File: config.mk
export PLATFORM = sky130hd
export DESIGN_NAME = json_byte_tokenizer
export DESIGN_NICKNAME = d
export VERILOG_FILES = /design/src/hdl/jbt_pkg.sv /design/src/hdl/jbt_scan.sv /design/src/hdl/jbt_queue.sv /design/src/hdl/json_byte_tokenizer.sv
export SDC_FILE = /design/constraint.sdc
export NUM_CORES = 1
export LEC_CHECK = 0
export ABC_CLOCK_PERIOD_IN_PS = 5200
export BUFFER_PORTS_ARGS = -buffer_cell sky130_fd_sc_hd__buf_2
export CAP_MARGIN = 20
export CORE_ASPECT_RATIO = 0.75
export CORE_UTILIZATION = 60
export CTS_BUF_LIST = sky130_fd_sc_hd__clkbuf_16
export DETAILED_ROUTE_END_ITERATION = 8
export PLACE_DENSITY = 0.79
export SYNTH_ARGS = -nofsm -noshare
export SYNTH_HDL_FRONTEND = slang
export SYNTH_SLANG_ARGS = --single-unit
File: constraint.sdc
create_clock -name clk -period 5.2 [get_ports clk]
set_input_delay 0.26 -clock clk [delete_from_list [all_inputs] [get_ports clk]]
set_output_delay 0.26 -clock clk [all_outputs]
set_load 0.05 [all_outputs]
File: src/hdl/jbt_pkg.sv
// jbt_pkg: types, constants and character class functions for the json byte tokenizer
package jbt_pkg;

	localparam longint unsigned MAX_TEXT = 65535;
	localparam logic [15:0] OFFSET_CAP = (MAX_TEXT < 64'd65535) ? 16'(MAX_TEXT) : 16'hFFFF;
	localparam logic [15:0] LEN_MAX = 16'hFFFF;

	localparam int QDEPTH = 4;
	localparam int QPTR_W = $clog2(QDEPTH);
	localparam int QCNT_W = $clog2(QDEPTH + 1);

	localparam logic [39:0] WORD_NULL = 40'h00_6E75_6C6C;
	localparam logic [39:0] WORD_TRUE = 40'h00_7472_7565;
	localparam logic [39:0] WORD_FALSE = 40'h66_616C_7365;
	localparam logic [15:0] WORD4_LEN = 16'd4;
	localparam logic [15:0] WORD5_LEN = 16'd5;
	localparam logic [15:0] PREFIX_LEN = 16'd5;

	localparam logic [7:0] CH_QUOTE = 8'h22;
	localparam logic [7:0] CH_DOT = 8'h2E;
	localparam logic [7:0] CH_NL = 8'h0A;
	localparam logic [7:0] CH_TAB = 8'h09;
	localparam logic [7:0] CH_CR = 8'h0D;
	localparam logic [7:0] CH_SPACE = 8'h20;
	localparam logic [7:0] CH_LBRACE = 8'h7B;
	localparam logic [7:0] CH_RBRACE = 8'h7D;
	localparam logic [7:0] CH_LBRACK = 8'h5B;
	localparam logic [7:0] CH_RBRACK = 8'h5D;
	localparam logic [7:0] CH_COLON = 8'h3A;
	localparam logic [7:0] CH_COMMA = 8'h2C;
	localparam logic [7:0] CH_0 = 8'h30;
	localparam logic [7:0] CH_9 = 8'h39;
	localparam logic [7:0] CH_LA = 8'h61;
	localparam logic [7:0] CH_LZ = 8'h7A;
	localparam logic [7:0] CH_UA = 8'h41;
	localparam logic [7:0] CH_UZ = 8'h5A;

	localparam logic [1:0] DOT_MAX = 2'd2;

	typedef enum logic [2:0] {
		MODE_IDLE  = 3'd0,
		MODE_STR   = 3'd1,
		MODE_SPACE = 3'd2,
		MODE_NUM   = 3'd3,
		MODE_WORD  = 3'd4
	} scan_mode_t;

	typedef enum logic [3:0] {
		TOK_LBRACE  = 4'd0,
		TOK_RBRACE  = 4'd1,
		TOK_LBRACK  = 4'd2,
		TOK_RBRACK  = 4'd3,
		TOK_COLON   = 4'd4,
		TOK_COMMA   = 4'd5,
		TOK_STRING  = 4'd6,
		TOK_SPACE   = 4'd7,
		TOK_NUMBER  = 4'd8,
		TOK_NULL    = 4'd9,
		TOK_TRUE    = 4'd10,
		TOK_FALSE   = 4'd11,
		TOK_UNKNOWN = 4'd12,
		TOK_END     = 4'd13
	} tok_type_t;

	typedef enum logic {
		KIND_TEXT = 1'b0,
		KIND_END  = 1'b1
	} item_kind_t;

	typedef struct packed {
		logic       kind;
		logic [7:0] text_byte;
	} in_item_t;

	typedef struct packed {
		tok_type_t   token_type;
		logic [15:0] token_start;
		logic [15:0] token_length;
		logic        last_of_run;
	} token_t;

	typedef struct packed {
		token_t     tok0;
		token_t     tok1;
		logic [1:0] n;
		scan_mode_t mode;
	} scan_out_t;

	typedef struct packed {
		logic              has_room;
		logic [QCNT_W-1:0] count;
	} q_stat_t;

	function automatic logic is_space(input logic [7:0] b);
		return (b == CH_SPACE) || (b == CH_TAB) || (b == CH_NL) || (b == CH_CR);
	endfunction

	function automatic logic is_num(input logic [7:0] b);
		return ((b >= CH_0) && (b <= CH_9)) || (b == CH_DOT);
	endfunction

	function automatic logic is_letter(input logic [7:0] b);
		return ((b >= CH_LA) && (b <= CH_LZ)) || ((b >= CH_UA) && (b <= CH_UZ));
	endfunction

	function automatic logic is_punct(input logic [7:0] b);
		return (b == CH_LBRACE) || (b == CH_RBRACE) || (b == CH_LBRACK) ||
			(b == CH_RBRACK) || (b == CH_COLON) || (b == CH_COMMA);
	endfunction

	function automatic tok_type_t punct_type(input logic [7:0] b);
		tok_type_t t;
		t = TOK_UNKNOWN;
		unique case (b)
			CH_LBRACE: t = TOK_LBRACE;
			CH_RBRACE: t = TOK_RBRACE;
			CH_LBRACK: t = TOK_LBRACK;
			CH_RBRACK: t = TOK_RBRACK;
			CH_COLON: t = TOK_COLON;
			CH_COMMA: t = TOK_COMMA;
			default: t = TOK_UNKNOWN;
		endcase
		return t;
	endfunction

endpackage

File: src/hdl/jbt_scan.sv
// jbt_scan: tokenizer state and per-beat token decode
module jbt_scan (
	input  logic             clk,
	input  logic             arst_n,
	input  logic             en,
	input  jbt_pkg::in_item_t item,
	output jbt_pkg::scan_out_t res
);

	jbt_pkg::scan_mode_t mode_q, mode_n;
	logic [15:0] off_q, off_n;
	logic [15:0] start_q, start_n;
	logic [15:0] cnt_q, cnt_n;
	logic [1:0]  dot_q, dot_n;
	logic [39:0] prefix_q, prefix_n;

	logic [7:0]  b;
	logic        is_end;
	logic        cont;
	logic        is_quote;
	logic [15:0] off_inc;
	logic        cnt_room;
	jbt_pkg::tok_type_t fl_type;

	logic        pre_v, post_v;
	jbt_pkg::token_t pre_tok, post_tok;
	logic        idle_after;

	assign b = item.text_byte;
	assign is_end = (item.kind == jbt_pkg::KIND_END);
	assign is_quote = (b == jbt_pkg::CH_QUOTE);
	assign off_inc = (off_q < jbt_pkg::OFFSET_CAP) ? off_q + 16'd1 : jbt_pkg::OFFSET_CAP;
	assign cnt_room = (cnt_q < jbt_pkg::LEN_MAX);
	assign cont = ((mode_q == jbt_pkg::MODE_SPACE) && jbt_pkg::is_space(b)) ||
		((mode_q == jbt_pkg::MODE_NUM) && jbt_pkg::is_num(b)) ||
		((mode_q == jbt_pkg::MODE_WORD) && jbt_pkg::is_letter(b));
	assign idle_after = (mode_q == jbt_pkg::MODE_IDLE) ||
		((mode_q != jbt_pkg::MODE_STR) && !cont);

	// type of the open run when it is closed
	always_comb begin
		fl_type = jbt_pkg::TOK_UNKNOWN;
		unique case (mode_q)
			jbt_pkg::MODE_SPACE: fl_type = jbt_pkg::TOK_SPACE;
			jbt_pkg::MODE_NUM: begin
				fl_type = (dot_q < jbt_pkg::DOT_MAX) ? jbt_pkg::TOK_NUMBER : jbt_pkg::TOK_UNKNOWN;
			end
			jbt_pkg::MODE_WORD: begin
				priority if ((cnt_q == jbt_pkg::WORD4_LEN) && (prefix_q == jbt_pkg::WORD_NULL)) begin
					fl_type = jbt_pkg::TOK_NULL;
				end else if ((cnt_q == jbt_pkg::WORD4_LEN) && (prefix_q == jbt_pkg::WORD_TRUE)) begin
					fl_type = jbt_pkg::TOK_TRUE;
				end else if ((cnt_q == jbt_pkg::WORD5_LEN) &&
						(prefix_q == jbt_pkg::WORD_FALSE)) begin
					fl_type = jbt_pkg::TOK_FALSE;
				end else begin
					fl_type = jbt_pkg::TOK_UNKNOWN;
				end
			end
			default: fl_type = jbt_pkg::TOK_UNKNOWN;
		endcase
	end

	// tokens caused by this beat: closing token first, then the byte's own token
	always_comb begin
		pre_v = 1'b0;
		post_v = 1'b0;
		pre_tok.token_type = fl_type;
		pre_tok.token_start = start_q;
		pre_tok.token_length = cnt_q;
		pre_tok.last_of_run = 1'b0;
		post_tok.token_type = jbt_pkg::TOK_UNKNOWN;
		post_tok.token_start = off_q;
		post_tok.token_length = 16'd1;
		post_tok.last_of_run = 1'b0;
		if (is_end) begin
			pre_v = (mode_q != jbt_pkg::MODE_IDLE);
			post_v = 1'b1;
			post_tok.token_type = jbt_pkg::TOK_END;
		end else if (mode_q == jbt_pkg::MODE_STR) begin
			pre_v = is_quote;
			pre_tok.token_type = jbt_pkg::TOK_STRING;
		end else begin
			pre_v = (mode_q != jbt_pkg::MODE_IDLE) && !cont;
			if (idle_after) begin
				if (jbt_pkg::is_punct(b)) begin
					post_v = 1'b1;
					post_tok.token_type = jbt_pkg::punct_type(b);
				end else if (!is_quote && !jbt_pkg::is_space(b) && !jbt_pkg::is_num(b) &&
						!jbt_pkg::is_letter(b)) begin
					post_v = 1'b1;
				end
			end
		end
	end

	always_comb begin
		res.mode = mode_q;
		res.n = {1'b0, pre_v} + {1'b0, post_v};
		res.tok0 = pre_v ? pre_tok : post_tok;
		res.tok1 = post_tok;
		res.tok0.last_of_run = !(pre_v && post_v);
		res.tok1.last_of_run = 1'b1;
	end

	// next state
	always_comb begin
		mode_n = mode_q;
		off_n = off_inc;
		start_n = start_q;
		cnt_n = cnt_q;
		dot_n = dot_q;
		prefix_n = prefix_q;
		if (is_end) begin
			mode_n = jbt_pkg::MODE_IDLE;
			off_n = '0;
			start_n = '0;
			cnt_n = '0;
			dot_n = '0;
			prefix_n = '0;
		end else if (mode_q == jbt_pkg::MODE_STR) begin
			if (is_quote) begin
				mode_n = jbt_pkg::MODE_IDLE;
			end else if (cnt_room) begin
				cnt_n = cnt_q + 16'd1;
			end
		end else begin
			if (mode_q != jbt_pkg::MODE_IDLE) begin
				if (cont) begin
					if (cnt_room) begin
						if ((mode_q == jbt_pkg::MODE_WORD) && (cnt_q < jbt_pkg::PREFIX_LEN)) begin
							prefix_n = {prefix_q[31:0], b};
						end
						cnt_n = cnt_q + 16'd1;
					end
					if ((mode_q == jbt_pkg::MODE_NUM) && (b == jbt_pkg::CH_DOT) &&
							(dot_q < jbt_pkg::DOT_MAX)) begin
						dot_n = dot_q + 2'd1;
					end
				end else begin
					mode_n = jbt_pkg::MODE_IDLE;
				end
			end
			if (idle_after && !jbt_pkg::is_punct(b)) begin
				dot_n = '0;
				prefix_n = '0;
				start_n = off_q;
				cnt_n = 16'd1;
				priority if (is_quote) begin
					mode_n = jbt_pkg::MODE_STR;
					start_n = off_inc;
					cnt_n = '0;
				end else if (jbt_pkg::is_space(b)) begin
					mode_n = jbt_pkg::MODE_SPACE;
				end else if (jbt_pkg::is_num(b)) begin
					mode_n = jbt_pkg::MODE_NUM;
					dot_n = (b == jbt_pkg::CH_DOT) ? 2'd1 : 2'd0;
				end else if (jbt_pkg::is_letter(b)) begin
					mode_n = jbt_pkg::MODE_WORD;
					prefix_n = {32'd0, b};
				end else begin
					mode_n = jbt_pkg::MODE_IDLE;
					start_n = start_q;
					cnt_n = cnt_q;
					dot_n = dot_q;
					prefix_n = prefix_q;
				end
			end
		end
	end

	always_ff @(posedge clk or negedge arst_n) begin
		if (!arst_n) begin
			mode_q <= jbt_pkg::MODE_IDLE;
			off_q <= '0;
			start_q <= '0;
			cnt_q <= '0;
			dot_q <= '0;
			prefix_q <= '0;
		end else if (en) begin
			mode_q <= mode_n;
			off_q <= off_n;
			start_q <= start_n;
			cnt_q <= cnt_n;
			dot_q <= dot_n;
			prefix_q <= prefix_n;
		end
	end

endmodule

File: src/hdl/jbt_queue.sv
// jbt_queue: small token queue taking up to two tokens per cycle
module jbt_queue (
	input  logic              clk,
	input  logic              arst_n,
	input  logic [1:0]        push_n,
	input  jbt_pkg::token_t   push0,
	input  jbt_pkg::token_t   push1,
	output logic              out_valid,
	input  logic              out_ready,
	output jbt_pkg::token_t   out_data,
	output jbt_pkg::q_stat_t  stat
);

	jbt_pkg::token_t mem_q [jbt_pkg::QDEPTH];
	logic [jbt_pkg::QPTR_W-1:0] wr_q, rd_q;
	logic [jbt_pkg::QCNT_W-1:0] cnt_q;
	logic pop;
	logic [jbt_pkg::QPTR_W-1:0] wr_p1;

	assign out_valid = (cnt_q != '0);
	assign out_data = mem_q[rd_q];
	assign pop = out_valid && out_ready;
	assign wr_p1 = wr_q + 1'b1;
	assign stat.count = cnt_q;
	assign stat.has_room = (cnt_q <= jbt_pkg::QCNT_W'(jbt_pkg::QDEPTH - 2));

	always_ff @(posedge clk) begin
		if (push_n != 2'd0) begin
			mem_q[wr_q] <= push0;
		end
		if (push_n == 2'd2) begin
			mem_q[wr_p1] <= push1;
		end
	end

	always_ff @(posedge clk or negedge arst_n) begin
		if (!arst_n) begin
			wr_q <= '0;
			rd_q <= '0;
			cnt_q <= '0;
		end else begin
			wr_q <= wr_q + jbt_pkg::QPTR_W'(push_n);
			if (pop) begin
				rd_q <= rd_q + 1'b1;
			end
			cnt_q <= cnt_q + jbt_pkg::QCNT_W'(push_n) - jbt_pkg::QCNT_W'(pop);
		end
	end

endmodule

File: src/hdl/json_byte_tokenizer.sv
// json_byte_tokenizer: top level, input register, token decode and output queue
// flow: a beat is held in the input register, its tokens are decoded from it and are
// written into the queue once the queue has room, and out_data shows the queue head
// throughput: one beat per cycle while the queue has room; a beat giving two tokens
// leaves as two queue entries, and the four-entry queue throttles input through in_ready
// reset: arst_n clears scan state, offsets, input valid and queue pointers
module json_byte_tokenizer (
	input  logic              clk,
	input  logic              arst_n,
	input  logic              in_valid,
	output logic              in_ready,
	input  jbt_pkg::in_item_t in_data,
	output logic              out_valid,
	input  logic              out_ready,
	output jbt_pkg::token_t   out_data
);

	jbt_pkg::in_item_t item_s1;
	logic valid_s1;
	logic advance;
	jbt_pkg::scan_out_t scan;
	jbt_pkg::q_stat_t q_stat;
	logic [1:0] push_n;

	assign advance = valid_s1 && q_stat.has_room;
	assign in_ready = !valid_s1 || advance;
	assign push_n = advance ? scan.n : 2'd0;

	always_ff @(posedge clk or negedge arst_n) begin
		if (!arst_n) begin
			valid_s1 <= 1'b0;
		end else if (in_ready) begin
			valid_s1 <= in_valid;
		end
	end

	always_ff @(posedge clk) begin
		if (in_valid && in_ready) begin
			item_s1 <= in_data;
		end
	end

	jbt_scan u_scan (
		.clk    (clk),
		.arst_n (arst_n),
		.en     (advance),
		.item   (item_s1),
		.res    (scan)
	);

	jbt_queue u_queue (
		.clk       (clk),
		.arst_n    (arst_n),
		.push_n    (push_n),
		.push0     (scan.tok0),
		.push1     (scan.tok1),
		.out_valid (out_valid),
		.out_ready (out_ready),
		.out_data  (out_data),
		.stat      (q_stat)
	);

	assert property (@(posedge clk) disable iff (!arst_n)
		q_stat.count <= jbt_pkg::QCNT_W'(jbt_pkg::QDEPTH))
		else $error("token queue overflow");

	assert property (@(posedge clk) disable iff (!arst_n)
		(valid_s1 && scan.n == 2'd2) |-> (!scan.tok0.last_of_run && scan.tok1.last_of_run))
		else $error("last flag misplaced on two-token beat");

	assert property (@(posedge clk) disable iff (!arst_n)
		(advance && item_s1.kind == jbt_pkg::KIND_END) |=> (scan.mode == jbt_pkg::MODE_IDLE))
		else $error("scan not idle after end beat");

	assert property (@(posedge clk) disable iff (!arst_n)
		(valid_s1 && item_s1.kind == jbt_pkg::KIND_END) |->
		(scan.n != 2'd0 && (scan.n == 2'd1 ? scan.tok0.token_type : scan.tok1.token_type)
			== jbt_pkg::TOK_END))
		else $error("end beat without end token");

endmodule
---- Word-level counts from Yosys, hierarchy flattened ----
Memories as Yosys holds them, arrays and structs flattened.
Index checks and enable logic that the tools add are counted.
storage, ports and cells
  bits in registers ....................... 110
  memory bits (writable) .................. 148
  bits of input ports ..................... 13
  memories kept ........................... 1
memories
  memory         depth  width  read ports  clocked after Yosys merged registers in  write ports  RTL line         RTL
  u_queue.mem_q  4      37     1           0                                        2            jbt_queue.sv:14  jbt_pkg::token_t mem_q [jbt_pkg::QDEPTH];
cells by class
  add/subtract/negate cells ............... 9
  $lt $le $gt $ge ......................... 11
  eq/ne operators ......................... 29
  multiplexer cells ....................... 77
  reductions and logical operators ........ 62
operator list
  kind                                                                                  number
  40-bit two-way mux                                                                    11
  16-bit two-way mux                                                                    20
  40-bit by 31-bit equality test with 1-bit output (second input constant)              2
  40-bit by 39-bit equality test with 1-bit output (second input constant)              1
  8-bit by 6-bit equality test with 1-bit output (second input constant)                5
  37-bit two-way mux                                                                    1
  3-bit two-way mux                                                                     12
  16-bit by 1-bit adder with 16-bit output (second input constant)                      2
  16-bit by 3-bit equality test with 1-bit output (second input constant)               2
  8-bit by 7-bit equality test with 1-bit output (second input constant)                4
  16-bit less-than comparator (second input constant)                                   2
  4-bit two-way mux                                                                     8
  8-bit by 4-bit equality test with 1-bit output (second input constant)                3
  4-bit one-hot mux with 6 select lines                                                 1
  1-bit logical AND                                                                     22
  2-bit two-way mux                                                                     11
  3-bit nonzero test                                                                    7
  8-bit by 7-bit greater-or-equal comparator with 1-bit output (second input constant)  2
  8-bit by 7-bit less-or-equal comparator with 1-bit output (second input constant)     2
  16-bit by 3-bit less-than comparator with 1-bit output (second input constant)        1
  1-bit logical OR                                                                      14
  1-bit two-way mux                                                                     12
  4-bit one-hot mux with 3 select lines                                                 1
  8-bit by 6-bit greater-or-equal comparator with 1-bit output (second input constant)  1
  other kinds (28)                                                                      41

---- Logic depth before layout (Yosys ltp) ----
Gate-level depths: netlist (run 1).
  depth after elaboration ................. 18
  gate-level depth with buffers ........... 16

---- Hierarchy ----
A second synthesis (run 1) with hierarchy kept.
unflattened totals
  cell total of the unflattened synthesis .. 1094
  area, all modules ....................... 14241.2 sq um
by module, submodules not included
  module               instances  cells each  area an instance (sq um)
  jbt_queue            1          398         7926.4
  jbt_scan             1          680         5972.0
  json_byte_tokenizer  1          16          342.8

---- Least setup slack after synthesis (run 1) ----
Ideal clock, no wire load.
  kind .................................... reg-to-reg
  from .................................... reg item_s1[0] in the netlist's numbering
  to ...................................... mem u_queue.mem_q[1][17] in the netlist's numbering, enable pin
  library setup time ...................... 376 ps
  arrival ................................. 3381 ps
  required time ........................... 4824 ps
  slack ................................... 1443 ps
  cell stages (with the launch flop) ...... 15
  path buffers ............................ 3
  cell sequence ........................... edfxtp_1 -> buf_6 -> or4_1 -> o22ai_2 -> or3_2 -> a21oi_2 -> or2_1 -> buf_6 -> inv_4 -> ha_1 -> nand2_1 -> clkbuf_1 -> nor4_1 -> nor2_1 -> inv_1
RTL lines
  item                      RTL line                   RTL
  start: declaration        json_byte_tokenizer.sv:18  jbt_pkg::in_item_t item_s1;
  start signal: assignment  json_byte_tokenizer.sv:39  item_s1 <= in_data;
  end: declaration          jbt_queue.sv:14

==> impl_metrics.tcl, run 1 <==
set metrics [dict create \
    rsz0062_at_grt "no" \
    avgSynthCellArea_sq_um 11.03 \
    ys_seq_area_share_pct 51.45 \
    fin_skew_ps 22.66 \
    timing.rr.start "item_s1[0]" \
    cts_sinks 258 \
    synth_edf_count 89 \
    postCtsSetupRepairBufs 0 \
    clockBufferDepth 3 \
    start_kind "flop" \
    globalplace.congestion 0.9333 \
    syn_inst 1156 \
    drt-total-wl_microns 32480 \
    grt_pass1_wl_microns 51560 \
    cap_violations 0 \
    clk_latency_ps 530 \
    swShare_pct 38.93 \
    via_count 9760 \
    drtIter0Drc 1235 \
    grt_pass1_vias 9138 \
    wl_per_cell_microns 22.12 \
    setup_violations 0 \
    hold_viol 0 \
    clockPowerShare_pct 26.6 \
    internal_power_w 0.004126 \
    p_comb_share_pct 34.2 \
    tns_ps 0 \
    rr_worst_depth 12 \
    cts_made_buffers 25 \
    final-max-slew-violation-count 0 \
    worstPathRequired_ps 5590 \
    r2r_end "u_queue.mem_q[0][17]" \
    antenna_found_initial 0 \
    num_rows 45 \
    cts-root-buf "clkbuf_16" \
    seqPwrFrac_pct 39.2 \
    htreeDepth 1 \
    fp.dieW_microns 170.4 \
    crit_path_end_kind "flop" \
    synth_top_cells_by_area "edfxtp_1 21%, dfrtp_1 20%, dfxtp_1 11%" \
    synth_largest_area_cell "edfxtp_1" \
    tightest_slew_ps 1044 \
    netlist_area_sq_mm 0.01275 \
    leakagePower_nw 5.523 \
    irDropWorstVdd_uv 328.5 \
    rrSetupSlack_ps 680 \
    core_area_sq_mm 0.02055 \
    synth.top_cell.area_share_pct 20.96 \
    ys_ff_latch 258 \
    p_sw_w 0.002630 \
    yosys_warnings 0 \
    layout_common_cells "124 x a22o_1, 99 x dfrtp_1, 89 x edfxtp_1" \
    start_util_pct 62.06 \
    whs_path_depth 3 \
    synth_nets 1177 \
    route.detailed.drc 0 \
    num_antenna_cells 0 \
    fin_crit_sh_pct 87.01 \
    min_to "u_queue.rd_q[0]" \
    ios 52 \
    grt_max_degree 54 \
    drtAntennaViolNets 0 \
    die_h_microns 128.3 \
    min_period_ps 4525 \
    finalCoreUtilization_pct 68.30 \
    hp-start "out_ready" \
    final_common_cell "a22o_1" \
    ys_types 86 \
    drt-pass1-iter-count 6 \
    relSlewSlack_pct 30.38 \
    tritoncts "built" \
    hold_class "input pin to flop" \
    power_density_mw_per_mm2 481.3 \
    overflow 0 \
    drive_gt1_share_pct 16.36 \
    critPathKind "flop to flop" \
    max_freq_ghz 0.2210 \
    dieArea_sq_mm 0.02185 \
    area_growth_pct 10.07 \
    p_total_w 0.006756 \
    async_flop_share_pct 39.15 \
    outcome "finished, final reports clean" \
    final_nets 1188 \
    vias_per_cell 6.649 \
    track_usage_pct 30.55 \
    clk_pin_slew_ps 60 \
    crit_arrival_ps 4920 \
    portBuffers 51 \
    hpwl_microns 20980 \
    synth-main-ff-cell "dfrtp_1" \
    cp_max_fo 32 \
]
routing by layer:
layer | vias to the layer above | part of all wire (%) | GRT usage [%]
met5 | - | 0 | 0
met4 | 0 | 1.7 | 6.412
met3 | 47 | 9.5 | 4.724
met2 | 470 | 43 | 43.95
met1 | 4821 | 46 | 48.53
li1 | 4422 | - | -
cell families (layout without fill, tap and decap cells):
kind of cell / count (synthesis) / after routing / synth area share, %
buf+inv: 158 / 188 / 5.308
simple gates: 321 / 321 / 13.29
flops: 258 / 258 / 51.45
compound gates: 336 / 336 / 19.49
xor+xnor: 8 / 8 / 0.5494
mux: 67 / 67 / 9.065
fa+ha+maj: 8 / 8 / 0.8437
worst max-delay path, cell delays in order (launching register included):
cell	delay [ps]
edfxtp_1	550
nor4b_4	480
nand4_2	300
a21o_1	290
a21oi_2	300
or2_1	310
inv_4	140
ha_1	490
o21ai_1	240
or3_1	510
nor2_2	130
buf_4	410
a22o_1	230
power by group through the flow:
stage / combinational, W / sequential [W] / clock (W)
6_report: 0.00231 / 0.00265 / 0.00180
5_1_grt: 0.00248 / 0.00267 / 0.00190
4_1_cts: 0.00230 / 0.00264 / 0.00182
3_5_place_dp: 0.00227 / 0.00268 / 0
3_3_place_gp: 0.00226 / 0.00266 / 0
2_1_floorplan: 0.00189 / 0.00248 / 0
metrics by stage:
step / cell area, sq um / instances / worst slack (ps) / hold WS [ps]
2_1_floorplan: 12750 / 1156 / 1443 / -35.59
3_3_place_gp: 13090 / 1410 / 822.0 / 321.3
3_5_place_dp: 13090 / 1410 / 747.1 / 327.0
4_1_cts: 14010 / 1467 / 718.5 / 118.4
5_1_grt: 14040 / 1468 / 381.1 / 166.5
6_report: 14040 / 1468 / 675.3 / 139.9
repair_timing:
action	CTS	global route
hold buffers	11	0
resized for setup	0	0
endpoints found under the hold margin	58	0
worst max path at each step:
| stage | from | end | slack, ps | depth (start not counted) |
|---|---|---|---|---|
| finish | item_s1[0] | u_queue.mem_q[0][17] | 680 | 12 |
| global route | item_s1[3] | u_queue.mem_q[2][34] | 380 | 13 |
| CTS | item_s1[0] | u_queue.mem_q[0][17] | 720 | 12 |
| detailed placement | item_s1[0] | u_queue.mem_q[0][17] | 750 | 12 |
| global placement | item_s1[1] | u_queue.mem_q[0][29] | 820 | 12 |
| floorplan | item_s1[0] | u_queue.mem_q[1][17] | 1440 | 14 |
area by class of cell:
type / instances / area [sq um]
flip-flops and latches: 258 / 6564
fillers: 1553 / 6514
multi-input cells: 740 / 5534
clock buffers: 27 / 675.6
repair buffers: 85 / 560.5
well taps: 282 / 352.8
inverters: 57 / 216.5
clock inverters: 19 / 133.9
synthesized netlist by cell type (10+ instances only):
cell	instances
mux2_2	13
clkbuf_1	65
o21ai_0	55
and3_1	17
mux4_2	37
dfxtp_1	68
edfxtp_1	89
nand3_1	25
nand4_1	47
a21oi_1	62
nand2_1	70
dfrtp_1	101
nor4_1	10
nor2_1	66
a22o_1	124
inv_1	56
o21ai_1	11
buf_2	20
nor3_1	23
mux2i_1	12
flip-flops by register name (all words and copies together) (netlist names), 3 cells and up:
name	cells
item_s1	9
u_queue.cnt_q	3
u_queue.mem_q	148
u_scan.cnt_q	16
u_scan.mode_q	3
u_scan.off_q	16
u_scan.prefix_q	40
u_scan.start_q	16
No activity file was read; power rests on OpenSTA's default activity.
==> inputs of run 2 (changes only) <==
--- a/config.mk
+++ b/config.mk
@@ -13,6 +13,7 @@
 export CTS_BUF_LIST = sky130_fd_sc_hd__clkbuf_16
 export DETAILED_ROUTE_END_ITERATION = 8
 export PLACE_DENSITY = 0.79
+export REMOVE_ABC_BUFFERS = 1
 export SYNTH_ARGS = -nofsm -noshare
 export SYNTH_HDL_FRONTEND = slang
 export SYNTH_SLANG_ARGS = --single-unit
==> run 2 against run 1 <==
Sequential cell count unchanged. Maximum frequency decreased by 0.52%. Clock skew decreased by 1.2 ps. Critical path depth increased by 1. Via count increased by 1.6%. Cell count about the same. Utilization decreased by 0.097 points. Sequential power about the same. Largest cell class unchanged. Highest routed layer unchanged. Critical endpoint is now u_queue.mem_q[1][34]. Die area unchanged. Setup slack got worse by 24 ps. Total power decreased by 0.19%.
==> impl_metrics.tcl, run 2 (synthesis results as in run 1) <==
set metrics [dict create \
    clockPowerShare_pct 26.7 \
    swShare_pct 38.92 \
    start_util_pct 62.06 \
    postCtsSetupRepairBufs 0 \
    drtIter0Drc 1342 \
    track_usage_pct 30.21 \
    core_area_sq_mm 0.02055 \
    rsz0062_at_grt "no" \
    timing.rr.start "item_s1[0]" \
    worstPathRequired_ps 5590 \
    ios 52 \
    fin_worst_hold_slack_ps 144.7 \
    r2r_end "u_queue.mem_q[1][34]" \
    power_density_mw_per_mm2 481.1 \
    tightest_slew_ps 897.5 \
    start_kind "flop" \
    relSlewSlack_pct 40.17 \
    hold_buffers 11 \
    via_count 9913 \
    die_h_microns 128.3 \
    min_period_ps 4548 \
    dieArea_sq_mm 0.02185 \
    num_antenna_cells 0 \
    grt_max_degree 53 \
    startpoint "item_s1[0]" \
    crit_path_end_kind "flop" \
    num_rows 45 \
    drive_gt1_share_pct 16.18 \
    fin_crit_sh_pct 87.47 \
    globalplace.congestion 0.8975 \
    outcome "finished, final reports clean" \
    portBuffers 51 \
    p_comb_share_pct 34.4 \
    leakagePower_nw 5.503 \
    vias_per_cell 6.748 \
    tns_ps 0 \
    clockBufferDepth 3 \
    overflow 0 \
    crit_path_end "u_queue.mem_q[1][34]" \
    cts_made_buffers 25 \
    internal_power_w 0.004119 \
    irDropWorstVdd_uv 309.1 \
    htreeDepth 1 \
    critPathKind "flop to flop" \
    rrSetupSlack_ps 650 \
    final_common_cell "a22o_1" \
    ff_latch_area_sq_mm 0.006563 \
    whs_path_depth 3 \
    largest-register "u_queue.mem_q" \
    final_nets 1189 \
    fill_cells 1488 \
    cap_violations 0 \
    seqPwrFrac_pct 38.9 \
    clk_pin_slew_ps 70 \
    hpwl_microns 20790 \
    max_freq_ghz 0.2199 \
    critPathSlowestCell "edfxtp_1" \
    p_total_w 0.006743 \
    drt-pass1-iter-count 6 \
    cts_resized 0 \
    route.detailed.drc 0 \
    clk_latency_ps 530 \
    cts_sinks 258 \
    area_growth_pct 9.909 \
    antenna_found_initial 0 \
    largestRegisters "u_queue.mem_q (148), u_scan.prefix_q (40)" \
    grt_pass1_vias 9304 \
    crit_chain "nor4b_4, nand4_2, a21o_1, a21oi_2, or2_1, inv_4, ha_1, o21ai_1, or2_2, nor3_2, buf_4, a21oi_1, nor2_1" \
    rr_worst_depth 13 \
    final-max-slew-violation-count 0 \
    crit_arrival_ps 4940 \
    largest_reg_flops 148 \
    multi_input_area_sq_mm 0.005534 \
    setup_violations 0 \
    drtAntennaViolNets 0 \
    tritoncts "built" \
    layout_common_cells "124 x a22o_1, 100 x dfrtp_1, 89 x edfxtp_1" \
    drt-total-wl_microns 32560 \
    cts-root-buf "clkbuf_16" \
    cp_max_fo 31 \
    p_sw_w 0.002625 \
    fp.dieW_microns 170.4 \
    hold_class "input pin to flop" \
    cpPeakStageDelay_ps 550 \
    wl_per_cell_microns 22.16 \
    fin_skew_ps 21.51 \
    grt_pass1_wl_microns 51320 \
    hold_viol 0 \
]
==> run 2: worst min path at each step <==
| stage | end | slack, ps | startpoint |
|---|---|---|---|
| finish | u_queue.rd_q[0] | 140 | out_ready |
| global route | u_queue.rd_q[0] | 170 | out_ready |
| CTS | u_queue.rd_q[0] | 130 | out_ready |
| detailed placement | u_scan.start_q[13] | 370 | arst_n |
| global placement | u_scan.start_q[5] | 360 | arst_n |
| floorplan | u_queue.cnt_q[0] | -40 | arst_n |
==> run 2: layer usage <==
layer  track usage (%)  part of all wire (%)
met2             43.95                    42
met1             47.05                    46
met3             5.496                    10
met5                 0                     0
met4             6.147                   1.5
==> run 2: through the flow <==
stage	instance area, sq um	cells	util, %	worst slack (ps)
2_1_floorplan	12290	1055	-	138.9
3_3_place_gp	13100	1411	63.73	848.9
3_5_place_dp	13100	1412	63.75	745.6
4_1_cts	14020	1469	68.21	737.6
5_1_grt	14020	1469	68.21	345.3
6_report	14020	1469	68.21	651.6
==> run 2: power groups by stage <==
stage	clock, W	sequential (W)	combinational [W]
finish	0.00180	0.00262	0.00232
floorplan	0	0.00264	0.00161
CTS	0.00181	0.00262	0.00231
global route	0.00189	0.00265	0.00248
detailed placement	0	0.00266	0.00229
global placement	0	0.00265	0.00226
==> run 2: area by class of cell <==
type,instances,share of cell area (%)
inverters,57,1.544
well taps,282,2.517
repair buffers,86,3.892
multi-input cells,740,39.48
clock inverters,19,0.9283
flip-flops and latches,258,46.82
clock buffers,27,4.820
==> run 2: worst max-delay path, delay by kind of cell (launching register included) <==
kind            cells  cell delay, ps
flops               1             550
compound gates      4             970
simple gates        6            1780
buf+inv             2             580
fa+ha+maj           1             500
==> inputs of run 3 (changes only) <==
--- a/config.mk
+++ b/config.mk
@@ -5,12 +5,14 @@
 export SDC_FILE = /design/constraint.sdc
 export NUM_CORES = 1
 export LEC_CHECK = 0
+export ABC_AREA = 1
 export ABC_CLOCK_PERIOD_IN_PS = 5200
 export BUFFER_PORTS_ARGS = -buffer_cell sky130_fd_sc_hd__buf_2
 export CAP_MARGIN = 20
 export CORE_ASPECT_RATIO = 0.75
 export CORE_UTILIZATION = 60
 export CTS_BUF_LIST = sky130_fd_sc_hd__clkbuf_16
+export CTS_CLUSTER_DIAMETER = 150
 export DETAILED_ROUTE_END_ITERATION = 8
 export PLACE_DENSITY = 0.79
 export REMOVE_ABC_BUFFERS = 1
==> run 3 against run 2 <==
Via count increased by 22%. Combinational power rose by 69%. Non-clock buffer count fell by 1. Worst hold slack improved by 43 ps. Sequential share of layout area fell by 1.3 points. Synthesized cell count is 44% higher. Critical path depth is 2 higher. Critical path type unchanged. Largest cell class unchanged. Largest power group is now combinational cells.
==> impl_metrics.tcl, run 3 <==
set metrics [dict create \
    synth_commonest_cells "388 x nand2_1, 213 x nor2_1, 160 x o21ai_0" \
    yosys_warnings 0 \
    fin_cells 1998 \
    portBuffers 51 \
    synth.most_common_cell "nand2_1" \
    cts_sinks 258 \
    num_antenna_cells 0 \
    fill_cells 1803 \
    p_total_w 0.008267 \
    postCtsSetupRepairBufs 0 \
    overflow 0 \
    synth_top_cells_by_area "edfxtp_1 20%, dfrtp_1 19%, nand2_1 11%" \
    track_usage_pct 31.46 \
    drt-pass1-iter-count 5 \
    antenna_found_initial 0 \
    async_flop_share_pct 39.15 \
    start_util_pct 61.76 \
    fp.dieW_microns 173.0 \
    core_area_sq_mm 0.02130 \
    final_nets 1711 \
    final_common_cell "nand2_1" \
    layout_common_cells "388 x nand2_1, 213 x nor2_1, 160 x o21ai_0" \
    syn_inst 1668 \
    hp-start "out_ready" \
    clk_latency_ps 540 \
    synth_edf_count 89 \
    synth.top_cell.area_share_pct 20.32 \
    cts-root-buf "clkbuf_16" \
    power_density_mw_per_mm2 573.2 \
    ys_types 42 \
    drt-total-wl_microns 35010 \
    placedCellCount 1938 \
    outcome "finished, final reports clean" \
    critPathKind "flop to flop" \
    largest-register "u_queue.mem_q" \
    vias_per_cell 6.034 \
    drtAntennaViolNets 0 \
    avgSynthCellArea_sq_um 7.885 \
    synth_largest_area_cell "edfxtp_1" \
    worstPathRequired_ps 5420 \
    cts_made_buffers 26 \
    cap_violations 0 \
    via_count 12060 \
    hold_class "input pin to flop" \
    fin_crit_sh_pct 72.92 \
    fin_worst_hold_slack_ps 187.7 \
    irDropWorstVdd_uv 485.9 \
    ys_seq_area_share_pct 49.89 \
    final-max-slew-violation-count 0 \
    leakagePower_nw 6.065 \
    hold_viol 0 \
    route.detailed.drc 0 \
    area_growth_pct 9.656 \
    fin_skew_ps 11.41 \
    cp_max_fo 20 \
    hpwl_microns 21950 \
    rr_worst_depth 15 \
    rrSetupSlack_ps 1410 \
    dp_slack_ps 1515 \
    setup_violations 0 \
    start_kind "flop" \
    grt_max_degree 77 \
    r2r_end "u_queue.mem_q[1][19]" \
    crit_arrival_ps 4010 \
    globalplace.congestion 0.9635 \
    die_h_microns 130.2 \
    min_period_ps 3792 \
    min_to "u_queue.rd_q[1]" \
    relSlewSlack_pct 32.73 \
    num_rows 46 \
    clockBufferDepth 3 \
    max_freq_ghz 0.2637 \
    netlist_area_sq_mm 0.01315 \
    whs_path_depth 4 \
    rsz0062_at_grt "no" \
    dieArea_sq_mm 0.02252 \
    drtIter0Drc 1625 \
    clk_pin_slew_ps 70 \
    grt_pass1_vias 11140 \
    tightest_slew_ps 1005 \
    wl_per_cell_microns 17.52 \
    fin_ws_ps 1408 \
    synth-main-ff-cell "dfrtp_1" \
    tns_ps 0 \
    crit_path_end_kind "flop" \
    tritoncts "built" \
    largestRegisters "u_queue.mem_q (148), u_scan.prefix_q (40)" \
    grt_pass1_wl_microns 57060 \
    ys_ff_latch 258 \
    ios 52 \
    largest_reg_flops 148 \
    timing.rr.start "item_s1[4]" \
    htreeDepth 1 \
    drive_gt1_share_pct 9.181 \
]
-- run 3: routing by layer --
layer,vias to the layer above,share of wire (%),GRT usage [%]
li1,5710,-,-
met1,5641,44,46.59
met2,632,43,48.08
met3,73,11,5.157
met4,0,2.3,8.641
met5,-,0,0
-- run 3: worst max path at each step --
stage | endpoint | slack (ps) | depth (start not counted) | startpoint
6_report | u_queue.mem_q[1][19] | 1410 | 15 | item_s1[4]
5_1_grt | u_queue.mem_q[1][32] | 1140 | 15 | item_s1[4]
4_1_cts | u_queue.mem_q[1][19] | 1490 | 15 | item_s1[4]
3_5_place_dp | u_queue.mem_q[1][33] | 1520 | 15 | item_s1[4]
3_3_place_gp | u_queue.mem_q[1][33] | 1650 | 15 | item_s1[4]
2_1_floorplan | u_queue.mem_q[0][12] | 1290 | 20 | item_s1[4]
-- run 3: timing repair --
item / CTS / global route
gates resized for setup: 0 / 0
endpoints found under the hold margin: 47 / 0
hold buffers: 11 / 0
-- run 3: area by class of cell --
class | instances | area, sq um | share of cell area, %
multi-input combinational | 1180 | 5670 | 39.32
sequential | 258 | 6563 | 45.51
tap | 288 | 360.3 | 2.499
clock buffer | 26 | 650.6 | 4.512
clock inverter | 22 | 107.6 | 0.7461
inverter | 139 | 521.8 | 3.618
timing repair buffer | 85 | 548.0 | 3.800
-- run 3: stage by stage --
step / area (sq um) / utilization [%]
after global placement: 13530 / 63.54
after global routing: 14420 / 67.72
after floorplan: 12750 / -
final: 14420 / 67.72
after detailed placement: 13540 / 63.59
after CTS: 14410 / 67.67
-- run 3: kinds of logic (layout without fill, tap and decap cells) --
group | Yosys count | count (layout) | share of synthesized area (%)
XOR/XNOR | 19 | 19 | 1.265
adder cells (fa/ha/maj) | 8 | 8 | 0.8182
AO/OA/AOI/OAI | 351 | 351 | 14.81
AND/OR/NAND/NOR | 802 | 802 | 26.22
flip-flops | 258 | 258 | 49.89
buffers and inverters | 230 | 272 | 6.993
-- run 3: power breakdown --
group / switching [W] / internal (W)
combinational: 0.00304 / 0.000879
clock: 0.000793 / 0.000908
sequential: 0.000167 / 0.00248
-- run 3: critical path, cell delays in order, from the launching register on --
cell and delay (ps):
edfxtp_1 500, inv_2 140, nand2_1 70, nor2_2 170, nand2_1 140, nand2_1 140, nor2_1 70, nor2_1 130
nand2_2 80, inv_2 280, ha_1 340, nand2_1 160, nor2_1 310, nand2_1 140, nand2_1 410, buf_4 370
